`src/sv/fclc_pkg.sv`:
```
// Shared constants, types and width helpers for the frustum cull / LOD classifier.
`default_nettype none

package fclc_pkg;

   // Default sizing
   localparam int COORD_WIDTH_DEFAULT = 16;
   localparam int PLANE_COUNT_DEFAULT = 6;

   // Register file layout
   localparam int NUM_PLANES  = 6;
   localparam int PLANE_W     = 64;
   localparam int LIMIT_W     = 48;
   localparam int FIELD_W     = 16;
   localparam int CSR_DATA_W  = 64;
   localparam int CSR_ADDR_W  = 6;
   localparam int CSR_INDEX_W = 3;
   localparam int CSR_BYTE_SH = 3;

   // Fixed-point constants: plane d is Q8.8, coefficients Q2.14
   localparam int D_FRAC_SHIFT   = 14;
   localparam int CULL_THRESHOLD = -16384;
   localparam int CLAMP_LOG      = 20;
   localparam int LIMIT_SQ_W     = 2 * FIELD_W + 2;

   typedef enum logic [CSR_INDEX_W-1:0] {
      REG_PLANE_LEFT,
      REG_PLANE_RIGHT,
      REG_PLANE_BOTTOM,
      REG_PLANE_TOP,
      REG_PLANE_NEAR,
      REG_PLANE_FAR,
      REG_LOD_LIMITS
   } reg_index_type;

   typedef enum logic [1:0] {
      LEVEL_FULL,
      LEVEL_HALF,
      LEVEL_QUARTER,
      LEVEL_CULLED
   } level_type;

   typedef logic [NUM_PLANES-1:0][PLANE_W-1:0] plane_array_type;

   // Width of a clamped |min + max| value
   function automatic int clamp_width(input int cw);
      return (cw + 1 > CLAMP_LOG + 1) ? CLAMP_LOG + 1 : cw + 1;
   endfunction

   // Width of the sum of three squared clamped values
   function automatic int dist_sq_width(input int cw);
      return 2 * clamp_width(cw) + 2;
   endfunction

endpackage

`default_nettype wire

```
`src/sv/fclc_plane.sv`:
```
// One plane test: positive-vertex products, then distance sum and cull compare.
`default_nettype none

module fclc_plane
   import fclc_pkg::*;
#(
   parameter int COORD_WIDTH = COORD_WIDTH_DEFAULT
)
(
   input  wire logic                        clock,
   input  wire logic                        advance,
   input  wire logic [PLANE_W-1:0]          plane,
   input  wire logic [2:0][COORD_WIDTH-1:0] min_pt,
   input  wire logic [2:0][COORD_WIDTH-1:0] max_pt,
   output logic                             cull
);

   localparam int PROD_W  = FIELD_W + COORD_WIDTH;
   localparam int DTERM_W = FIELD_W + D_FRAC_SHIFT;
   localparam int ACC_W   = ((PROD_W > DTERM_W) ? PROD_W : DTERM_W) + 2;
   localparam logic signed [ACC_W-1:0] THRESH = ACC_W'(CULL_THRESHOLD);

   logic signed [2:0][PROD_W-1:0] prod_in;
   logic signed [PROD_W-1:0]      prod_ff [3];
   logic signed [DTERM_W-1:0]     dterm_in;
   logic signed [DTERM_W-1:0]     dterm_ff;
   logic signed [ACC_W-1:0]       acc;
   logic                          cull_in;
   logic                          cull_ff;

   // Pick the positive vertex per axis and multiply by the coefficient
   always_comb begin
      for (int k = 0; k < 3; k++) begin
         logic signed [FIELD_W-1:0]     coef;
         logic signed [COORD_WIDTH-1:0] vert;
         coef = $signed(plane[FIELD_W*k +: FIELD_W]);
         vert = coef[FIELD_W-1] ? $signed(min_pt[k]) : $signed(max_pt[k]);
         prod_in[k] = PROD_W'(coef) * PROD_W'(vert);
      end
      dterm_in = $signed({plane[FIELD_W*3 +: FIELD_W], {D_FRAC_SHIFT{1'b0}}});
   end

   // Sum the distance and compare against minus one Q8.8 LSB
   always_comb begin
      acc = ACC_W'(prod_ff[0]) + ACC_W'(prod_ff[1]) + ACC_W'(prod_ff[2])
          + ACC_W'(dterm_ff);
      cull_in = acc < THRESH;
   end

   // Advance both stages together; hold on stall
   always_ff @(posedge clock) begin
      if (advance) begin
         for (int k = 0; k < 3; k++) begin
            prod_ff[k] <= prod_in[k];
         end
         dterm_ff <= dterm_in;
         cull_ff  <= cull_in;
      end
   end

   assign cull = cull_ff;

endmodule

`default_nettype wire

```
`config.mk`:
```
export PLATFORM = sky130hd
export DESIGN_NAME = fclc_plane
export DESIGN_NICKNAME = d
export VERILOG_FILES = /design/src/sv/fclc_pkg.sv /design/src/sv/fclc_plane.sv
export SDC_FILE = /design/constraint.sdc
export NUM_CORES = 2
export LEC_CHECK = 0
export ABC_AREA = 0
export CAP_MARGIN = 30
export CORE_UTILIZATION = 45
export CTS_CLUSTER_DIAMETER = 200
export DETAILED_ROUTE_END_ITERATION = 8
export DONT_BUFFER_PORTS = 1
export GPL_TIMING_DRIVEN = 0
export PLACE_DENSITY = 0.61
export RECOVER_POWER = 100
export SKIP_CTS_REPAIR_TIMING = 1
export SYNTH_ARGS = -nofsm -noshare
export SYNTH_HDL_FRONTEND = slang
export SYNTH_SLANG_ARGS = --single-unit
```
`constraint.sdc`:
```
create_clock -name clock -period 8.15 [get_ports clock]
set_input_delay 0.815 -clock clock [delete_from_list [all_inputs] [get_ports clock]]
set_output_delay 0.815 -clock clock [all_outputs]
set_load 0.1 [all_outputs]
```
==> flow_summary.json <==
{
  "period_share": 0.9756,
  "clock_sinks": 113,
  "start_util": 0.4574,
  "core_region_area_sq_um": 79390,
  "synth_top_area_cell": "fa_1",
  "rsz0062_at_grt": "yes",
  "synth.area.top_cells": "fa_1 (46%), ha_1 (10%), edfxtp_1 (9.3%)",
  "ys.flop_type": "edfxtp_1",
  "vias": 24960,
  "die_area_sq_um": 81830,
  "finalCriticalPeriod_ns": 7.951,
  "yosysMostFrequentCell": "inv_1",
  "ys_seq_elements": 113,
  "clockBufferDepth": 2,
  "holdPathStages": 0,
  "yosys_warnings": 0,
  "rows": 103,
  "synth.avg_cell_area_sq_um": 9.670,
  "num-fill-cells": 7697,
  "cts_buffers": 17,
  "ff2ff_path_depth": 13,
  "ant_nets": 0,
  "drc_errors": 0,
  "grt_start_max_net_pins": 114,
  "finalNetCount": 5067,
  "synth_commonest_cells": "inv_1 (892), fa_1 (836), nand2_1 (379), ha_1 (289), nor2b_1 (203)",
  "grt_use_total": 0.2301,
  "status": "finished, final reports clean",
  "synthesis.area_sq_um": 36310,
  "synth_edf_count": 113,
  "antenna_found_initial": 9,
  "netlist.area_leader.share": 0.4609,
  "dieWidth_microns": 286.1,
  "synthDistinctLibCells": 82,
  "numPortBuffers": 0,
  "end_kind": "flip-flop",
  "worstMarginPinSlew_ns": 1.065,
  "cts_tree": "built",
  "root_buffer": "clkbuf_16",
  "grt_pass1_wl_mm": 145.6,
  "preCtsSetupSlack_ns": -0.4008,
  "critPathMaxFanout": 10,
  "ys_async_sr_fraction": 0,
  "fin_ws_ns": 0.1992,
  "final.setup.tns_ns": 0,
  "skew_ns": 0.007423,
  "drive_gt1_frac": 0.02611,
  "hpwl_mm": 78.13,
  "clk_pin_slew_ns": 0.05,
  "dr.pass1.iters": 8,
  "post_drt_wl_per_cell_microns": 18.33,
  "drtIter0Drc": 1519,
  "fmax_mhz": 125.8,
  "relSlewSlack": 0.2835,
  "hold_viol": 0,
  "drv_slew": 0,
  "synth_seq_area_share": 0.09345,
  "start_kind": "primary input",
  "clock_latency_ns": 0.43,
  "vias_per_cell": 5.153,
  "setup_viol": 0,
  "ios": 163,
  "hold_path_class": "primary input to flip-flop",
  "htree_levels": 4,
  "cp.required_ns": 8.37,
  "first_global_vias": 26870,
  "syn_inst": 3755,
  "globalplace.congestion": 0.9202,
  "wirelength_mm": 88.79,
  "die_y_microns": 286.1,
  "syn2layout_area_growth_pct": 5.207,
  "critPathKind": "primary input to flip-flop",
  "maxCapViolCount": 0,
  "syn_nets": 5042,
  "grt_overflow_total": 0,
  "cp.arrival_ns": 8.17
}
## critical path, cell delays in order
cell      delay, ns
clkbuf_2       0.20
clkbuf_1       0.32
nand2_1        0.24
inv_1          0.15
a21o_1         0.33
clkbuf_1       0.43
nand2_1        0.17
fa_1           0.56
inv_1          0.05
fa_1           0.38
inv_1          0.07
fa_1           0.43
inv_1          0.09
fa_1           0.40
fa_1           0.49
inv_1          0.05
fa_1           0.47
inv_1          0.04
ha_1           0.31
and3_1         0.19
and2_0         0.20
a311oi_2       0.41
a211oi_1       0.17
nand4b_4       0.22
a211oi_1       0.37
o31ai_1        0.16
a21oi_1        0.20
xnor2_1        0.22
## state kept, by name, indices dropped and copies added, names as in the netlist
| signal | flops |
|---|---|
| cull | 1 |
| dterm_ff | 16 |
| prod_ff | 96 |
## final cells by class
type | instances | area [sq um] | share of cell area
clock buffers | 19 | 432.9 | 0.01133
well taps | 1050 | 1314 | 0.03439
clock inverters | 11 | 117.6 | 0.003079
flip-flops and latches | 113 | 3393 | 0.08883
repair buffers | 6 | 32.53 | 0.0008516
plain buffers | 118 | 486.7 | 0.01274
multi-input cells | 2632 | 29070 | 0.7609
inverters | 892 | 3348 | 0.08765
diodes | 3 | 7.507 | 0.0001965
## stage by stage
stage / hold WS, ns / utilization / instance area (sq um) / std cells
after floorplan: 0.9139 / - / 36310 / 3755
after global placement: 0.9139 / 0.4739 / 37620 / 4805
after detailed placement: 0.9139 / 0.4742 / 37640 / 4809
after CTS: 0.4530 / 0.4811 / 38190 / 4839
after global routing: 0.4494 / 0.4811 / 38190 / 4841
final: 0.4751 / 0.4812 / 38200 / 4844
## cells in the final DEF (no fill, tap or decap), types with 6 or more instances in the layout
cell type	n
a21o_1	67
inv_1	892
and2_0	6
nand2_1	379
a211o_1	6
edfxtp_1	113
o2111ai_1	10
a21oi_1	95
or2_2	17
nor2b_1	203
clkbuf_2	12
o21a_1	13
ha_1	289
nand3_1	32
clkbuf_1	96
o21ai_0	56
xor2_1	17
o211ai_1	8
nor4_1	6
a21boi_0	6
o21bai_1	19
buf_2	13
a211oi_1	17
nor2_1	101
and2_1	179
nand2b_1	35
nor3_1	21
a31oi_1	8
and3_1	16
fa_1	836
xnor2_1	94
or3_1	11
o31ai_1	6
nand4_1	9
clkbuf_16	17
## worst paths after layout
check	startpoint	to	slack, ns
worst max-delay path	plane[31]	prod_ff[0][63]	0.20
worst min-delay path	plane[61]	dterm_ff[27]	0.48
worst max register to register	dterm_ff[27]	cull	3.38
worst min register to register	prod_ff[0][95]	cull	1.18
## routing by layer
metal | part of all wire | track usage | vias to the layer above
met5 | 0.0011 | 0 | -
li1 | - | - | 11410
met1 | 0.43 | 0.3104 | 12700
met3 | 0.072 | 0.04817 | 124
met4 | 0.021 | 0.05053 | 14
met2 | 0.48 | 0.3814 | 715
## kinds of logic (layout without fill, tap and decap cells)
| family | Yosys count | after routing | synth area share |
|---|---|---|---|
| DFF | 113 | 113 | 0.09345 |
| xor gates and xnor gates | 111 | 111 | 0.02677 |
| other | 0 | 3 | 0 |
| buffers and inverters | 1010 | 1046 | 0.1052 |
| adders and majority gates | 1125 | 1125 | 0.5605 |
| AOI/OAI and AO/OA | 360 | 360 | 0.06847 |
| and+or+nand+nor | 1029 | 1029 | 0.1436 |
| muxes | 7 | 7 | 0.001964 |
Power is not shown: default switching activity piles up to over one toggle a cycle in this logic, so the estimate is an artifact.
