[config.mk]
export PLATFORM = sky130hd
export DESIGN_NAME = fclc_lod
export DESIGN_NICKNAME = d
export VERILOG_FILES = /design/src/sv/fclc_pkg.sv /design/src/sv/fclc_lod.sv
export SDC_FILE = /design/constraint.sdc
export NUM_CORES = 2
export LEC_CHECK = 0
export BUFFER_PORTS_ARGS = -buffer_cell sky130_fd_sc_hd__buf_2
export CAP_MARGIN = 15
export CORE_ASPECT_RATIO = 1.5
export CORE_UTILIZATION = 65
export DETAILED_ROUTE_END_ITERATION = 16
export MAX_ROUTING_LAYER = met4
export PLACE_DENSITY = 0.84
export SYNTH_ARGS = -nofsm -noshare
export SYNTH_HDL_FRONTEND = slang
export SYNTH_SLANG_ARGS = --single-unit
[constraint.sdc]
create_clock -name clock -period 22.2 [get_ports clock]
set_input_delay 3.33 -clock clock [delete_from_list [all_inputs] [get_ports clock]]
set_output_delay 3.33 -clock clock [all_outputs]
set_load 0.03 [all_outputs]
[src/sv/fclc_pkg.sv]
// Shared constants, types and width helpers for the frustum cull / LOD classifier.
`default_nettype none

package fclc_pkg;

   // Default sizing
   localparam int COORD_WIDTH_DEFAULT = 16;
   localparam int PLANE_COUNT_DEFAULT = 6;

   // Register file layout
   localparam int NUM_PLANES  = 6;
   localparam int PLANE_W     = 64;
   localparam int LIMIT_W     = 48;
   localparam int FIELD_W     = 16;
   localparam int CSR_DATA_W  = 64;
   localparam int CSR_ADDR_W  = 6;
   localparam int CSR_INDEX_W = 3;
   localparam int CSR_BYTE_SH = 3;

   // Fixed-point constants: plane d is Q8.8, coefficients Q2.14
   localparam int D_FRAC_SHIFT   = 14;
   localparam int CULL_THRESHOLD = -16384;
   localparam int CLAMP_LOG      = 20;
   localparam int LIMIT_SQ_W     = 2 * FIELD_W + 2;

   typedef enum logic [CSR_INDEX_W-1:0] {
      REG_PLANE_LEFT,
      REG_PLANE_RIGHT,
      REG_PLANE_BOTTOM,
      REG_PLANE_TOP,
      REG_PLANE_NEAR,
      REG_PLANE_FAR,
      REG_LOD_LIMITS
   } reg_index_type;

   typedef enum logic [1:0] {
      LEVEL_FULL,
      LEVEL_HALF,
      LEVEL_QUARTER,
      LEVEL_CULLED
   } level_type;

   typedef logic [NUM_PLANES-1:0][PLANE_W-1:0] plane_array_type;

   // Width of a clamped |min + max| value
   function automatic int clamp_width(input int cw);
      return (cw + 1 > CLAMP_LOG + 1) ? CLAMP_LOG + 1 : cw + 1;
   endfunction

   // Width of the sum of three squared clamped values
   function automatic int dist_sq_width(input int cw);
      return 2 * clamp_width(cw) + 2;
   endfunction

endpackage

`default_nettype wire

[src/sv/fclc_lod.sv]
// Box center distance squared and squared LOD limits, both scaled by four, two register stages.
`default_nettype none

module fclc_lod
   import fclc_pkg::*;
#(
   parameter int COORD_WIDTH = COORD_WIDTH_DEFAULT
)
(
   input  wire logic                                     clock,
   input  wire logic                                     advance,
   input  wire logic [2:0][COORD_WIDTH-1:0]              min_pt,
   input  wire logic [2:0][COORD_WIDTH-1:0]              max_pt,
   input  wire logic [LIMIT_W-1:0]                       lod_limits,
   output logic      [dist_sq_width(COORD_WIDTH)-1:0]    dist_sq,
   output logic      [2:0][LIMIT_SQ_W-1:0]               limit_sq
);

   localparam int SUM_W   = COORD_WIDTH + 1;
   localparam int CLAMP_W = clamp_width(COORD_WIDTH);
   localparam int SQ1_W   = 2 * CLAMP_W;
   localparam int SQ_W    = dist_sq_width(COORD_WIDTH);
   localparam int LSQ_W   = 2 * FIELD_W;

   logic [2:0][CLAMP_W-1:0] mag_c;
   logic [2:0][SQ1_W-1:0]   sq_in;
   logic [SQ1_W-1:0]        sq_ff [3];
   logic [2:0][LSQ_W-1:0]   lim_sq_in;
   logic [LSQ_W-1:0]        lim_sq_ff [3];
   logic [SQ_W-1:0]         dist_sq_in;
   logic [SQ_W-1:0]         dist_sq_ff;
   logic [LIMIT_SQ_W-1:0]   limit4_ff [3];

   // Per axis: s = min + max, magnitude, clamp
   for (genvar k = 0; k < 3; k++) begin : g_axis
      logic signed [SUM_W-1:0] s;
      logic        [SUM_W-1:0] mag;
      assign s   = SUM_W'($signed(min_pt[k])) + SUM_W'($signed(max_pt[k]));
      assign mag = s[SUM_W-1] ? SUM_W'(-s) : SUM_W'(s);
      if (SUM_W > CLAMP_W) begin : g_clamp
         localparam logic [SUM_W-1:0] LIMIT_WIDE = SUM_W'(1) << CLAMP_LOG;
         assign mag_c[k] = (mag > LIMIT_WIDE) ? CLAMP_W'(LIMIT_WIDE)
                                              : mag[CLAMP_W-1:0];
      end else begin : g_pass
         assign mag_c[k] = mag[CLAMP_W-1:0];
      end
   end

   // Square magnitudes and limits
   always_comb begin
      for (int k = 0; k < 3; k++) begin
         sq_in[k]     = SQ1_W'(mag_c[k]) * SQ1_W'(mag_c[k]);
         lim_sq_in[k] = LSQ_W'(lod_limits[FIELD_W*k +: FIELD_W])
                      * LSQ_W'(lod_limits[FIELD_W*k +: FIELD_W]);
      end
   end

   // Sum the three squares
   assign dist_sq_in = SQ_W'(sq_ff[0]) + SQ_W'(sq_ff[1]) + SQ_W'(sq_ff[2]);

   always_ff @(posedge clock) begin
      if (advance) begin
         for (int k = 0; k < 3; k++) begin
            sq_ff[k]     <= sq_in[k];
            lim_sq_ff[k] <= lim_sq_in[k];
            limit4_ff[k] <= {lim_sq_ff[k], 2'b00};
         end
         dist_sq_ff <= dist_sq_in;
      end
   end

   assign dist_sq = dist_sq_ff;
   always_comb begin
      for (int k = 0; k < 3; k++) begin
         limit_sq[k] = limit4_ff[k];
      end
   end

endmodule

`default_nettype wire

==> impl_metrics.toml <==
[clock_network]
cts_buffers = 35
ctsHoldBuffers = 0
clk_latency_ns = 0.60
cts_tree = "built"
cts_root_buf = "clkbuf_16"
htreeDepth = 2
path_clk_slew_ns = 0.06
clockBufferDepth = 3
post_cts_buffers = 0
cts_resized = 0
clkSinkCount = 321

[synth]
syn_area_per_cell_sq_um = 9.78
synth_cells = 6208
yosysUniqueCellTypes = 92
synth_most_common_cell = "inv_1"
ys.flop_type = "edfxtp_1"
synth_area_sq_mm = 0.0607
yosys.area.top_type = "fa_1"
async_flop_share_pct = 0
synth_warnings = 0
yosysSeqAreaShare_pct = 15.9
synthTopCellsByArea = "fa_1, edfxtp_1, ha_1"
synth_top_area_share_pct = 36.4
yosys_register_bits = 321
yosys-top-cells-count = "inv_1, fa_1, ha_1, nand2_1, nor2_1"
synth-edff-count = 321

[global_routing]
gr-total-overflow = 0
grt_pass1_vias = 47800
grt_max_degree = 90
antenna_found_initial = 20
track_usage_pct = 32.1
grt_first_pass_wirelength_mm = 232

[timing]
post-route-period-util_pct = 60.3
final_max_slew_viol_count = 0
hold_viol_final = 0
tns_ns = 0
grt_setup_unrepaired = "no"
period_minus_slack_ns = 13.39
max_slew_margin_pct = 24.9
clock_skew_ns = 0.0334
worst_pin_slew_ns = 1.12
setup-violations-final = 0
fmax_ghz = 0.0747

[placement]
gp_congestion = 0.966
dp_hpwl_mm = 118
io_buffers = 274

[worst_setup_path]
cp-start-kind = "input pin"
path_common_cell = "fa_1"
crit_type = "input pin to flip-flop"
worstPathRequired_ns = 22.60
reg2reg_depth = 11
r2r-end = "dist_sq[34]"
end_kind = "flip-flop"
path_max_fanout = 13
slowest_delay_ns = 0.73
r2r_start = "sq_ff[0][6]"
slowest_stage = "a21oi_1"
r2r_slack_ns = 17.83
critPathArrivalTime_ns = 13.78

[routing]
dr_total_vias = 43400
routed_wl_mm = 142
wire_per_inst_um = 18.3
via_per_inst = 5.59
drtPass1Iterations = 7
drc_errors = 0
drt_iter0_markers = 2159
ant_nets = 0

[floorplanning]
core_sq_mm = 0.0921
rows = 136
die_h_um = 376
initial_core_util_pct = 65.9
ios = 284
dieWidth_um = 252
dieArea_sq_mm = 0.0946

[status]
status = "complete, no violations"

[min_path]
hold_start = "lim_sq_ff[0][53]"
hold_depth = 0
hold_class = "flip-flop to flip-flop"
hold_end = "limit4_ff[0][53]"

[run]
drv_cap = 0

[layout]
layout.nets = 8417
areaGrowthSynthToFinish_pct = 6.63
fillerInstances = 6682
drive_above_1_share_pct = 6.68
per-stage QoR:
stage               cell area, sq um  util, %  hold slack, ns  std cells  setup WS [ns]
global placement               63500     69.0           0.401       7674           8.37
finish                         64700     70.3           0.415       7757           8.81
CTS                            64700     70.3           0.415       7736           8.89
floorplan                      60900        -           0.400       6254           9.88
detailed placement             63500     69.0           0.405       7674           8.23
global route                   64700     70.3           0.420       7757           8.13
placed cells by master (no fill, tap or decap), types with 20 or more instances in the layout:
cell          n
nor3_1       47
xnor2_1     215
nand3_1      51
a21o_1      117
clkbuf_16    36
conb_1       48
a31oi_1      25
edfxtp_1    321
nand2_1     507
o21bai_1     36
nor2_1      351
and3_1       28
diode_2      20
and2_1      173
or2_2        20
buf_4        31
o21a_1       44
ha_1        697
xor2_1       84
buf_2       273
a21oi_1     195
fa_1       1104
inv_1      1586
nor2b_1      39
nand2b_1     36
o21ai_0     116
how the worst max path moves through the flow:
stage                     slack, ns        from            end  cells after the start
after floorplan                9.88  min_pt[32]  sq_ff[0][100]                     35
after CTS                      8.89  min_pt[32]  sq_ff[0][101]                     34
after detailed placement       8.23  min_pt[32]  sq_ff[0][101]                     34
after global routing           8.13  min_pt[32]  sq_ff[0][101]                     34
after global placement         8.37  min_pt[32]  sq_ff[0][101]                     34
final                          8.81   min_pt[0]   sq_ff[0][32]                     33
cell type report:
type,count,area [sq um],area share [%]
antenna,20,50.0,0.0773
clock buffer,38,908,1.40
clock inverter,24,244,0.377
inverter,1603,6020,9.30
multi-input combinational,4204,44700,69.1
sequential,321,9640,14.9
tap,1242,1550,2.40
timing repair buffer,305,1610,2.49
metal layers:
layer / track usage (%) / wire length, um / part of all wire (%) / vias to the layer above
met5: - / 0 / 0 / -
li1: - / - / - / 19800
met3: 4.86 / 8160 / 5.8 / 564
met4: 18.1 / 9150 / 6.5 / 0
met1: 32.6 / 48000 / 34 / 21600
met2: 58.5 / 76500 / 54 / 1474
worst max-delay path, delay by kind of cell:
family | cells | cell delay, ns
AO/OA/AOI/OAI | 10 | 3.35
AND/OR/NAND/NOR | 6 | 1.59
buffers and inverters | 7 | 0.84
adder cells (fa/ha/maj) | 9 | 4.07
XOR/XNOR | 1 | 0.58
sequential cells by signal, summed over array words and instances (netlist names):
register   flops
dist_sq       36
lim_sq_ff     93
limit4_ff     93
sq_ff         99
cells by family (layout without fill, tap and decap cells):
group           count (synthesis)  in the layout  synth area share (%)
mux                            14             14                 0.245
buf+inv                      1729           1970                  10.8
simple gates                 1334           1334                  10.2
xor+xnor                      306            306                  4.49
compound gates                701            701                  7.63
other cells                     2             68                0.0124
fa+ha+maj                    1801           1801                  50.8
flops                         321            321                  15.9
Power is left out: the tool's default activity adds up to more than one toggle a clock period on the data nets, which glitch-free logic cannot reach.
