[config.mk]
export PLATFORM = sky130hd
export DESIGN_NAME = fclc_csr
export DESIGN_NICKNAME = d
export VERILOG_FILES = /design/src/sv/fclc_pkg.sv /design/src/sv/fclc_csr.sv
export SDC_FILE = /design/constraint.sdc
export NUM_CORES = 1
export LEC_CHECK = 0
export ABC_AREA = 1
export ABC_CLOCK_PERIOD_IN_PS = 1100
export BUFFER_PORTS_ARGS = -buffer_cell sky130_fd_sc_hd__buf_2
export CAP_MARGIN = 0
export CORE_AREA = 2 2 219 221
export DETAILED_ROUTE_END_ITERATION = 12
export DIE_AREA = 0 0 221 223
export PLACE_DENSITY_LB_ADDON = 0.05
export SKIP_CTS_REPAIR_TIMING = 1
export SLEW_MARGIN = 20
export SYNTH_ARGS = -nofsm -noshare
export SYNTH_HDL_FRONTEND = slang
export SYNTH_SLANG_ARGS = --single-unit
[constraint.sdc]
create_clock -name clock -period 1.1 [get_ports clock]
set_input_delay 0.055 -clock clock [delete_from_list [all_inputs] [get_ports clock]]
set_output_delay 0.055 -clock clock [all_outputs]
set_load 0.02 [all_outputs]
[src/sv/fclc_pkg.sv]
// Shared constants, types and width helpers for the frustum cull / LOD classifier.
`default_nettype none

package fclc_pkg;

   // Default sizing
   localparam int COORD_WIDTH_DEFAULT = 16;
   localparam int PLANE_COUNT_DEFAULT = 6;

   // Register file layout
   localparam int NUM_PLANES  = 6;
   localparam int PLANE_W     = 64;
   localparam int LIMIT_W     = 48;
   localparam int FIELD_W     = 16;
   localparam int CSR_DATA_W  = 64;
   localparam int CSR_ADDR_W  = 6;
   localparam int CSR_INDEX_W = 3;
   localparam int CSR_BYTE_SH = 3;

   // Fixed-point constants: plane d is Q8.8, coefficients Q2.14
   localparam int D_FRAC_SHIFT   = 14;
   localparam int CULL_THRESHOLD = -16384;
   localparam int CLAMP_LOG      = 20;
   localparam int LIMIT_SQ_W     = 2 * FIELD_W + 2;

   typedef enum logic [CSR_INDEX_W-1:0] {
      REG_PLANE_LEFT,
      REG_PLANE_RIGHT,
      REG_PLANE_BOTTOM,
      REG_PLANE_TOP,
      REG_PLANE_NEAR,
      REG_PLANE_FAR,
      REG_LOD_LIMITS
   } reg_index_type;

   typedef enum logic [1:0] {
      LEVEL_FULL,
      LEVEL_HALF,
      LEVEL_QUARTER,
      LEVEL_CULLED
   } level_type;

   typedef logic [NUM_PLANES-1:0][PLANE_W-1:0] plane_array_type;

   // Width of a clamped |min + max| value
   function automatic int clamp_width(input int cw);
      return (cw + 1 > CLAMP_LOG + 1) ? CLAMP_LOG + 1 : cw + 1;
   endfunction

   // Width of the sum of three squared clamped values
   function automatic int dist_sq_width(input int cw);
      return 2 * clamp_width(cw) + 2;
   endfunction

endpackage

`default_nettype wire

[src/sv/fclc_csr.sv]
// Configuration register file: six planes and the LOD limits behind an APB-style port.
`default_nettype none

module fclc_csr
   import fclc_pkg::*;
(
   input  wire logic                   clock,
   input  wire logic                   reset,
   input  wire logic                   psel,
   input  wire logic                   penable,
   input  wire logic                   pwrite,
   input  wire logic [CSR_ADDR_W-1:0]  paddr,
   input  wire logic [CSR_DATA_W-1:0]  pwdata,
   output logic      [CSR_DATA_W-1:0]  prdata,
   output logic                        pready,
   output plane_array_type             planes,
   output logic      [LIMIT_W-1:0]     lod_limits
);

   plane_array_type      planes_ff;
   logic [LIMIT_W-1:0]   lod_limits_ff;
   reg_index_type        reg_index;
   logic                 write_en;

   // Decode the register slot from the byte address
   assign reg_index = reg_index_type'(paddr[CSR_BYTE_SH +: CSR_INDEX_W]);
   assign write_en  = psel && penable && pwrite;
   assign pready    = 1'b1;

   // Write registers; slots past the list are dropped
   always_ff @(posedge clock) begin
      if (reset) begin
         planes_ff     <= '0;
         lod_limits_ff <= '0;
      end else if (write_en) begin
         unique case (reg_index)
            REG_PLANE_LEFT:   planes_ff[REG_PLANE_LEFT]   <= pwdata;
            REG_PLANE_RIGHT:  planes_ff[REG_PLANE_RIGHT]  <= pwdata;
            REG_PLANE_BOTTOM: planes_ff[REG_PLANE_BOTTOM] <= pwdata;
            REG_PLANE_TOP:    planes_ff[REG_PLANE_TOP]    <= pwdata;
            REG_PLANE_NEAR:   planes_ff[REG_PLANE_NEAR]   <= pwdata;
            REG_PLANE_FAR:    planes_ff[REG_PLANE_FAR]    <= pwdata;
            REG_LOD_LIMITS:   lod_limits_ff <= pwdata[LIMIT_W-1:0];
            default: begin
            end
         endcase
      end
   end

   // Read mux
   always_comb begin
      unique case (reg_index)
         REG_PLANE_LEFT:   prdata = planes_ff[REG_PLANE_LEFT];
         REG_PLANE_RIGHT:  prdata = planes_ff[REG_PLANE_RIGHT];
         REG_PLANE_BOTTOM: prdata = planes_ff[REG_PLANE_BOTTOM];
         REG_PLANE_TOP:    prdata = planes_ff[REG_PLANE_TOP];
         REG_PLANE_NEAR:   prdata = planes_ff[REG_PLANE_NEAR];
         REG_PLANE_FAR:    prdata = planes_ff[REG_PLANE_FAR];
         REG_LOD_LIMITS:   prdata = CSR_DATA_W'(lod_limits_ff);
         default:          prdata = '0;
      endcase
   end

   assign planes     = planes_ff;
   assign lod_limits = lod_limits_ff;

endmodule

`default_nettype wire

==> results of run 1 <==
flip-flops by register name, summed over array words and instances, names as in the netlist:
register    flops
planes        384
lod_limits     48
Yosys cell counts:
cell	count	area [um^2]
sky130_fd_sc_hd__buf_1	16	60.1
sky130_fd_sc_hd__buf_2	139	696
sky130_fd_sc_hd__buf_4	16	120
sky130_fd_sc_hd__buf_6	6	67.6
sky130_fd_sc_hd__clkbuf_1	85	319
sky130_fd_sc_hd__clkinv_2	1	5.00
sky130_fd_sc_hd__conb_1	1	3.75
sky130_fd_sc_hd__dfxtp_1	432	8650
sky130_fd_sc_hd__inv_1	129	484
sky130_fd_sc_hd__inv_2	3	11.3
sky130_fd_sc_hd__nand2_1	958	3600
sky130_fd_sc_hd__nand2_2	1	6.26
sky130_fd_sc_hd__nand3_1	388	1940
sky130_fd_sc_hd__nand3_2	1	10.0
sky130_fd_sc_hd__nand3_4	1	17.5
sky130_fd_sc_hd__nand4_1	167	1040
sky130_fd_sc_hd__nor2_1	1027	3850
sky130_fd_sc_hd__nor2_2	5	31.3
sky130_fd_sc_hd__nor2_4	5	56.3
power by group:
group          total (uW)  internal (uW)  switching, uW  leakage [uW]
clock network       16200           9400           6850      0.000758
registers           16000          15800            203       0.00372
logic                4540           1750           2800        0.0111
stage by stage:
| stage | setup slack, ns | total power [uW] | TNS [ns] | util |
|---|---|---|---|---|
| 6_report | -0.444 | 36800 | -48.93 | 0.711 |
| 5_1_grt | -0.482 | 37700 | -60.42 | 0.711 |
| 4_1_cts | -0.598 | 36200 | -87.16 | 0.591 |
| 3_5_place_dp | -0.317 | 20200 | -100.49 | 0.558 |
| 3_3_place_gp | -0.298 | 20200 | -87.54 | 0.558 |
| 2_1_floorplan | -0.00877 | 18500 | -0.307 | - |
how the worst min path moves through the flow:
| stage | start | endpoint | slack (ns) | depth (start not counted) |
|---|---|---|---|---|
| final | pwdata[34] | planes[226] | -0.06 | 5 |
| after floorplan | pwdata[63] | planes[255] | 0.32 | 4 |
| after detailed placement | pwdata[63] | planes[255] | 0.45 | 5 |
| after CTS | pwdata[53] | planes[245] | -0.18 | 5 |
| after global routing | pwdata[34] | planes[226] | -0.005 | 5 |
| after global placement | pwdata[63] | planes[255] | 0.44 | 5 |
final cells by class:
cell class | instances | area, um^2 | area share
clock buffer | 74 | 1430 | 0.0427
antenna | 1 | 2.50 | 0.0000746
clock inverter | 10 | 108 | 0.00321
sequential | 432 | 9300 | 0.277
inverter | 133 | 517 | 0.0154
multi-input combinational | 2554 | 11200 | 0.334
tap | 615 | 769 | 0.0229
timing repair buffer | 954 | 10200 | 0.305
kinds of logic after synthesis:
family | share of synthesized area
AND/OR/NAND/NOR | 0.503
buffers and inverters | 0.0841
flip-flops | 0.412
other | 0.000179
tightest hold or removal path: stages:
cell and delay [ns]:
sky130_fd_sc_hd__buf_2 0.07, sky130_fd_sc_hd__inv_1 0.15, sky130_fd_sc_hd__nand2_1 0.11, sky130_fd_sc_hd__nand2_1 0.04, sky130_fd_sc_hd__nor2_1 0.07
per-layer routing:
metal  part of all wire  vias up  wire length [um]
li1                   -    12075                 -
met1               0.40    12173             37400
met2               0.46     1538             43600
met3              0.095      234              8960
met4              0.043        2              4080
met5           0.000096        -                 9
==> results, run 1 <==
- The run finished, with violations left.
- The checks that failed: negative hold slack, negative setup slack.
- Setup slack on the critical path of the routed design comes to -0.444 ns.
- The critical path class is reg2out.
- The detail route stage leaves a number of antenna-violating nets equal to 0.
- The core region is roughly 47,000 um^2.
- The worst hold path belongs to the class in2reg.
- The last weighted congestion value of the routability-driven placer is 0.895.
- In the routed layout, each cell is associated on average with a via count of between 5 and 6.
- Of all nets on the critical path, the largest fanout is 3.
- The mean routed wirelength per cell is about 20 um.
- In the layout the commonest cells are 952 x sky130_fd_sc_hd__nor2_1, 882 x sky130_fd_sc_hd__nand2_1, 546 x sky130_fd_sc_hd__buf_6.
- The summed area of non-filler cells in the final layout is roughly 34,000 um^2.
- In the final layout, the share of cells above drive strength 1 is 0.383.
- The number of filler instances in the final layout is ~3,800.
- The number of detailed-route iterations in the first pass is 6.
- The number of failing setup endpoints in the final timing report is 475.
- The number of pins with negative max-slew slack in the final report is 0.
- For this design the ratio of total power to cell area is around 1100 nW/um^2.
- The post-synthesis to final-layout area growth is 59.9%.
- The number of endpoints with negative hold slack in the final report was 14.
- The distinct cell type count of the synthesized netlist is 19.
- The number of buffer and inverter instances along the worst setup path is 1.
- The maximum number of pins on one net before global-route repair is slightly above 70.
- The placed cell area is between 20,000 and 30,000 um^2.
- The HPWL after detailed placement is roughly 61,000 um.
- The clock drives 432 sinks.
- The launching element of the worst setup path is planes[161].
- The buffer cell driving the clock tree root is sky130_fd_sc_hd__clkbuf_16.
- The vertical extent of the die is between 200 and 250 um.
- For this configuration, the core starts out at a cell density of 0.445.
- In this design, the stage delay of the slowest critical-path cell is 0.36 ns.
- Across every metal layer, demand over resource in global routing totals 0.342.
- The number of cells on the worst reg-to-reg path is 4.
- The worst reg-to-reg setup slack is between 0.2 and 0.3 ns.
- The first-pass GRT wire length is between 100,000 and 150,000 um.
- The total clock buffers created by CTS is 49.
- The arrival time at the worst endpoint is 1.49 ns.
- The synthesized design contains 432 register bits.
- For this run, global-route usage on met2 was measured as 0.529.
- The post-route fraction of the period consumed by the critical path is 1.40.
- The number of design rule violations left after detail routing is 0.
- During I/O placement, the number of pins put on the boundary was ~570.
- Row generation in the floorplan step produced 80 rows.
- The worst-case IR drop observed on VDD is between 1000 and 1500 uV.
- The H-tree generated during clock tree synthesis spans 2 levels.
- The overall routed net length is about 94,000 um.
- Summing over every cut layer, the via total after detailed routing is about 26,000.
- After global routing, the most crowded layer is met2.
- Leaving out fill and tap cells, the most frequent cell in the layout is sky130_fd_sc_hd__nor2_1.
- The total instance count after detailed placement is approximately 4,500.
- The worst-case hold slack is -0.0553 ns.
- The signal on the critical path passes through nand4_1 -> nand2_2 -> nor2_4 -> nand2_2 -> buf_6.
- The clock latency on the worst-skew pair is roughly 0.6 ns.
- The number of global-route vias before repair is ~22,000.
- Summed over all cells, the static leakage comes to 0.0155 uW.
- The die covers ~49,000 um^2.
- Setup repair after global routing could not meet its margin everywhere.
- The endpoint class of the critical path is a primary output.
- The total overflow left after global routing is 0.
- The violation count after the first detailed-route iteration is between 2,000 and 3,000.
- The data required time at the worst endpoint is between 1 and 1.5 ns.
- The count of input and output buffers is between 500 and 600.
- For this run, the top clock speed supported by timing is ~650 MHz.
- The mean instance size in the synthesized netlist is 6.20 um^2.
- For this run, the register share of the synthesized area comes to 0.412.
- The number of logic stages on the critical path including buffering is 5.
- In the synthesized netlist, the number of instances is roughly 3,400.
- Broken down by cell family, the worst path's largest delay share belongs to simple AND/OR/NAND/NOR gates.
- The number of antenna violations at the first check in global routing was 2.
- The clock edge transition at the registers on the reported setup and hold paths is about 0.060 ns.
- The worst setup path endpoint is prdata[33].
- The largest buffer count on any clock path is 3.
- The library cell appearing most often on the critical path is sky130_fd_sc_hd__nand2_2.
- For met3 alone, demand over resource in global routing was 0.0661.
- In this run the critical register-to-register path is launched from planes[145].
- TritonCTS built the clock tree.
- The final net count is 4,199.
- From left edge to right edge, the die measures about 220 um.
- Excluding fillers, the count of instances in the completed layout stands at approximately 4,800.
- The worst-path cell with the longest stage delay is sky130_fd_sc_hd__dfxtp_4.
- The met1 layer usage reported by global route is 0.463.
- The nature of the critical path startpoint is a register.
- The count of synthesis-stage warnings from yosys is 0.
- The worst-case clock skew is 0 ns.
- The net count of the mapped netlist is between 3,000 and 4,000.
- The smallest clock period supported by the final layout is computed as ~1.5 ns.
- Max-cap violations in this run came to 0.
- The netlist area before placement is between 20,000 and 25,000 um^2.
- The critical register-to-register path endpoint is planes[145].
No activity file was read; power rests on OpenSTA's default activity.
==> inputs of run 2 (changes only) <==
--- a/config.mk
+++ b/config.mk
@@ -13,6 +13,7 @@
 export DETAILED_ROUTE_END_ITERATION = 12
 export DIE_AREA = 0 0 221 223
 export PLACE_DENSITY_LB_ADDON = 0.05
+export REMOVE_ABC_BUFFERS = 1
 export SKIP_CTS_REPAIR_TIMING = 1
 export SLEW_MARGIN = 20
 export SYNTH_ARGS = -nofsm -noshare
==> run 2 against run 1 <==
  * The run ends with negative setup slack left
  * Clock power shrank 4%
  * Core utilization shrank 0.46 points
  * Design area shrank 0.65%
  * Critical endpoint is now prdata[4]
==> results, run 2 (synthesis gave the netlist of run 1 again) <==
- The run finished, with violations left.
- The checks that failed: negative setup slack.
- The beginning of the worst hold path is penable.
- The number of inserted diodes is 0.
- The worst-case clock skew is 0 ns.
- The nature of the critical path startpoint is a register.
- The number of levels in the clock H-tree is 2.
- The worst-case IR drop observed on VDD is ~1200 uV.
- The number of cell rows is 80.
- The number of design rule violations left after detail routing is 0.
- The utilization after layout is 0.707.
- Setup repair after global routing could not meet its margin everywhere.
- The share of total power dissipated in combinational logic is 0.128.
- After clock tree synthesis, the clock-pin slew on the worst setup and hold paths is roughly 0.06 ns.
- The biggest cell delay along the critical path is 0.32 ns.
- The number of detailed-route iterations in the first pass is 6.
- The count of input and output buffers is between 500 and 600.
- The final layout contains routed wiring with a total length of between 90,000 and 100,000 um.
- Leaving out fill and tap cells, the most frequent cells in the layout are 985 x sky130_fd_sc_hd__nor2_1, 940 x sky130_fd_sc_hd__nand2_1, 563 x sky130_fd_sc_hd__buf_6.
- The number of pins with negative max-slew slack in the final report was 0.
- Across every metal layer, demand over resource in global routing totals 0.343.
- For the finished layout, the period the worst path requires is around 1.5 ns.
- The TritonCTS clock tree is yes.
- The average vias per placed instance is 5.44.
- The maximum number of pins on one net before global-route repair is 53.
- Summing over every cut layer, the via total after detailed routing is 25,993.
- The net switching power is roughly 9700 uW.
- The internal cell power is 26,500 uW.
- The library cell used most frequently in the layout, excluding fill and tap cells, is sky130_fd_sc_hd__nor2_1.
- The endpoint class of the critical path is a primary output.
- In this run the clock root is driven by a sky130_fd_sc_hd__clkbuf_16.
- The clock latency on the worst-skew pair is between 0.5 and 0.6 ns.
- In this run the critical register-to-register path is launched from planes[195].
- Once placement completed, the tool counted placed cells totaling about 4,500.
- In this run the standard cell core region covers between 40,000 and 50,000 um^2.
- Measured along the y axis, the die boundary spans 223 um.
- In this run the worst path has a maximum fanout of 2.
- The HPWL after detailed placement is 60,800 um.
- The post-route fraction of the period consumed by the critical path is 1.37.
- The largest buffer count on any clock path is 3.
- The critical path goes through nand3_1 -> nand2_1 -> nor2_1 -> nand2_2 -> buf_6.
- The initial cell density of the core is 0.445.
- The residual overflow from global routing is 0.
- The path class of the tightest hold or removal check is in2reg.
- The violation count after the first detailed-route iteration is 2,375.
- The number of failing setup endpoints in the final timing report is around 470.
- Of the total power, registers draw 0.443.
- The number of cells on the worst reg-to-reg path is 4.
- The data required time at the worst endpoint is about 1.0 ns.
- The horizontal die dimension is roughly 220 um.
- The storage element area is 9260 um^2.
- The largest individual stage delay along the critical path comes from the cell sky130_fd_sc_hd__dfxtp_2.
- The fraction of power consumed by the clock network is 0.430.
- For this design the static power due to leakage is about 0.016 uW.
- The end point of the most critical hold path is lod_limits[11].
- Leaving out filler cells and counting taps, the final layout contains around 4,800.
- The layout has 3,813 filler cells.
- Data arrives at the worst endpoint at approximately 1.5 ns.
- In this run the power density over the cells is 1090 nW/um^2.
- The mean routed wirelength per cell is 19.9 um.
- The fraction of layout instances using a drive strength above 1 is 0.362.
- The critical register-to-register path endpoint is planes[195].
- The critical path class is reg2out.
- Along the worst hold path, the cell count comes to 6.
- The last weighted congestion value of the routability-driven placer is 0.894.
- Of the total power, the share spent switching nets is 0.269.
- Counting every sink on the clock net gives approximately 430.
- Buffers inserted during clock tree synthesis total 48.
- In the post-route analysis, the smallest setup slack over all paths is -0.411 ns.
- The number of antenna violations at the first check in global routing is 0.
- Timing would allow up to roughly 660 MHz.
- The flip-flop count of the largest register after layout is around 380.
- In this run the remaining antenna-violating nets after routing total 0.
- The number of endpoints with negative hold slack in the final report is 0.
- The multi-input combinational cells in the finished layout cover a total of 10,900 um^2.
- The first global-routing pass estimated around 130,000 um of wire.
- The final net count is 4,210.
- For this design the top-level I/O count stands at 572.
- The count of max-cap constraint violations is 0.
- The post-synthesis to final-layout area growth is 58.9%.
- For flop-to-flop paths, the worst setup slack is 0.25 ns.
- The number of global-route vias before repair is 22,319.
- The die covers between 40,000 and 50,000 um^2.
## run 2: layout make-up
class,count,area share
clock buffers,72,0.0427
well taps,615,0.0231
flip-flops and latches,432,0.278
clock inverters,9,0.00143
multi-input cells,2554,0.328
repair buffers,966,0.312
inverters,133,0.0155
## run 2: metal layers
| layer | part of all wire | up-vias | GRT usage |
|---|---|---|---|
| li1 | - | 12116 | - |
| met3 | 0.098 | 337 | 0.0756 |
| met1 | 0.38 | 12041 | 0.435 |
| met4 | 0.049 | 0 | 0.163 |
| met2 | 0.47 | 1499 | 0.557 |
| met5 | 0 | - | 0 |
## run 2: power groups by stage
stage          sequential [uW]  clock (uW)  combinational [uW]
4_1_cts                  16000       15600                3920
6_report                 16000       15600                4630
2_1_floorplan            16600           0                1750
3_3_place_gp             16400           0                3890
3_5_place_dp             16400           0                3910
5_1_grt                  16000       16300                4880
## run 2: how the worst max path moves through the flow
stage | from | endpoint | slack (ns)
2_1_floorplan | paddr[5] | planes[192] | -4.39
3_3_place_gp | paddr[3] | prdata[39] | -0.29
3_5_place_dp | paddr[4] | prdata[13] | -0.29
4_1_cts | planes[333] | prdata[13] | -0.52
5_1_grt | planes[260] | prdata[4] | -0.48
6_report | planes[260] | prdata[4] | -0.41
## run 2: worst max-delay path: cells and delay by family, from the launching register on
kind	cells	cell delay [ns]
buffers and inverters	1	0.16
AND/OR/NAND/NOR	4	0.38
flip-flops	1	0.32
## run 2: stage by stage
step	setup WS (ns)	hold WS [ns]	instance area, um^2	total power (uW)	TNS [ns]
floorplan	-4.39	0.319	19700	18300	-1609.70
global placement	-0.295	0.434	26200	20200	-84.74
detailed placement	-0.290	0.445	26200	20300	-93.78
CTS	-0.519	-0.162	27700	35500	-77.95
global route	-0.482	0.213	33300	37200	-60.45
finish	-0.411	0.201	33300	36200	-43.15
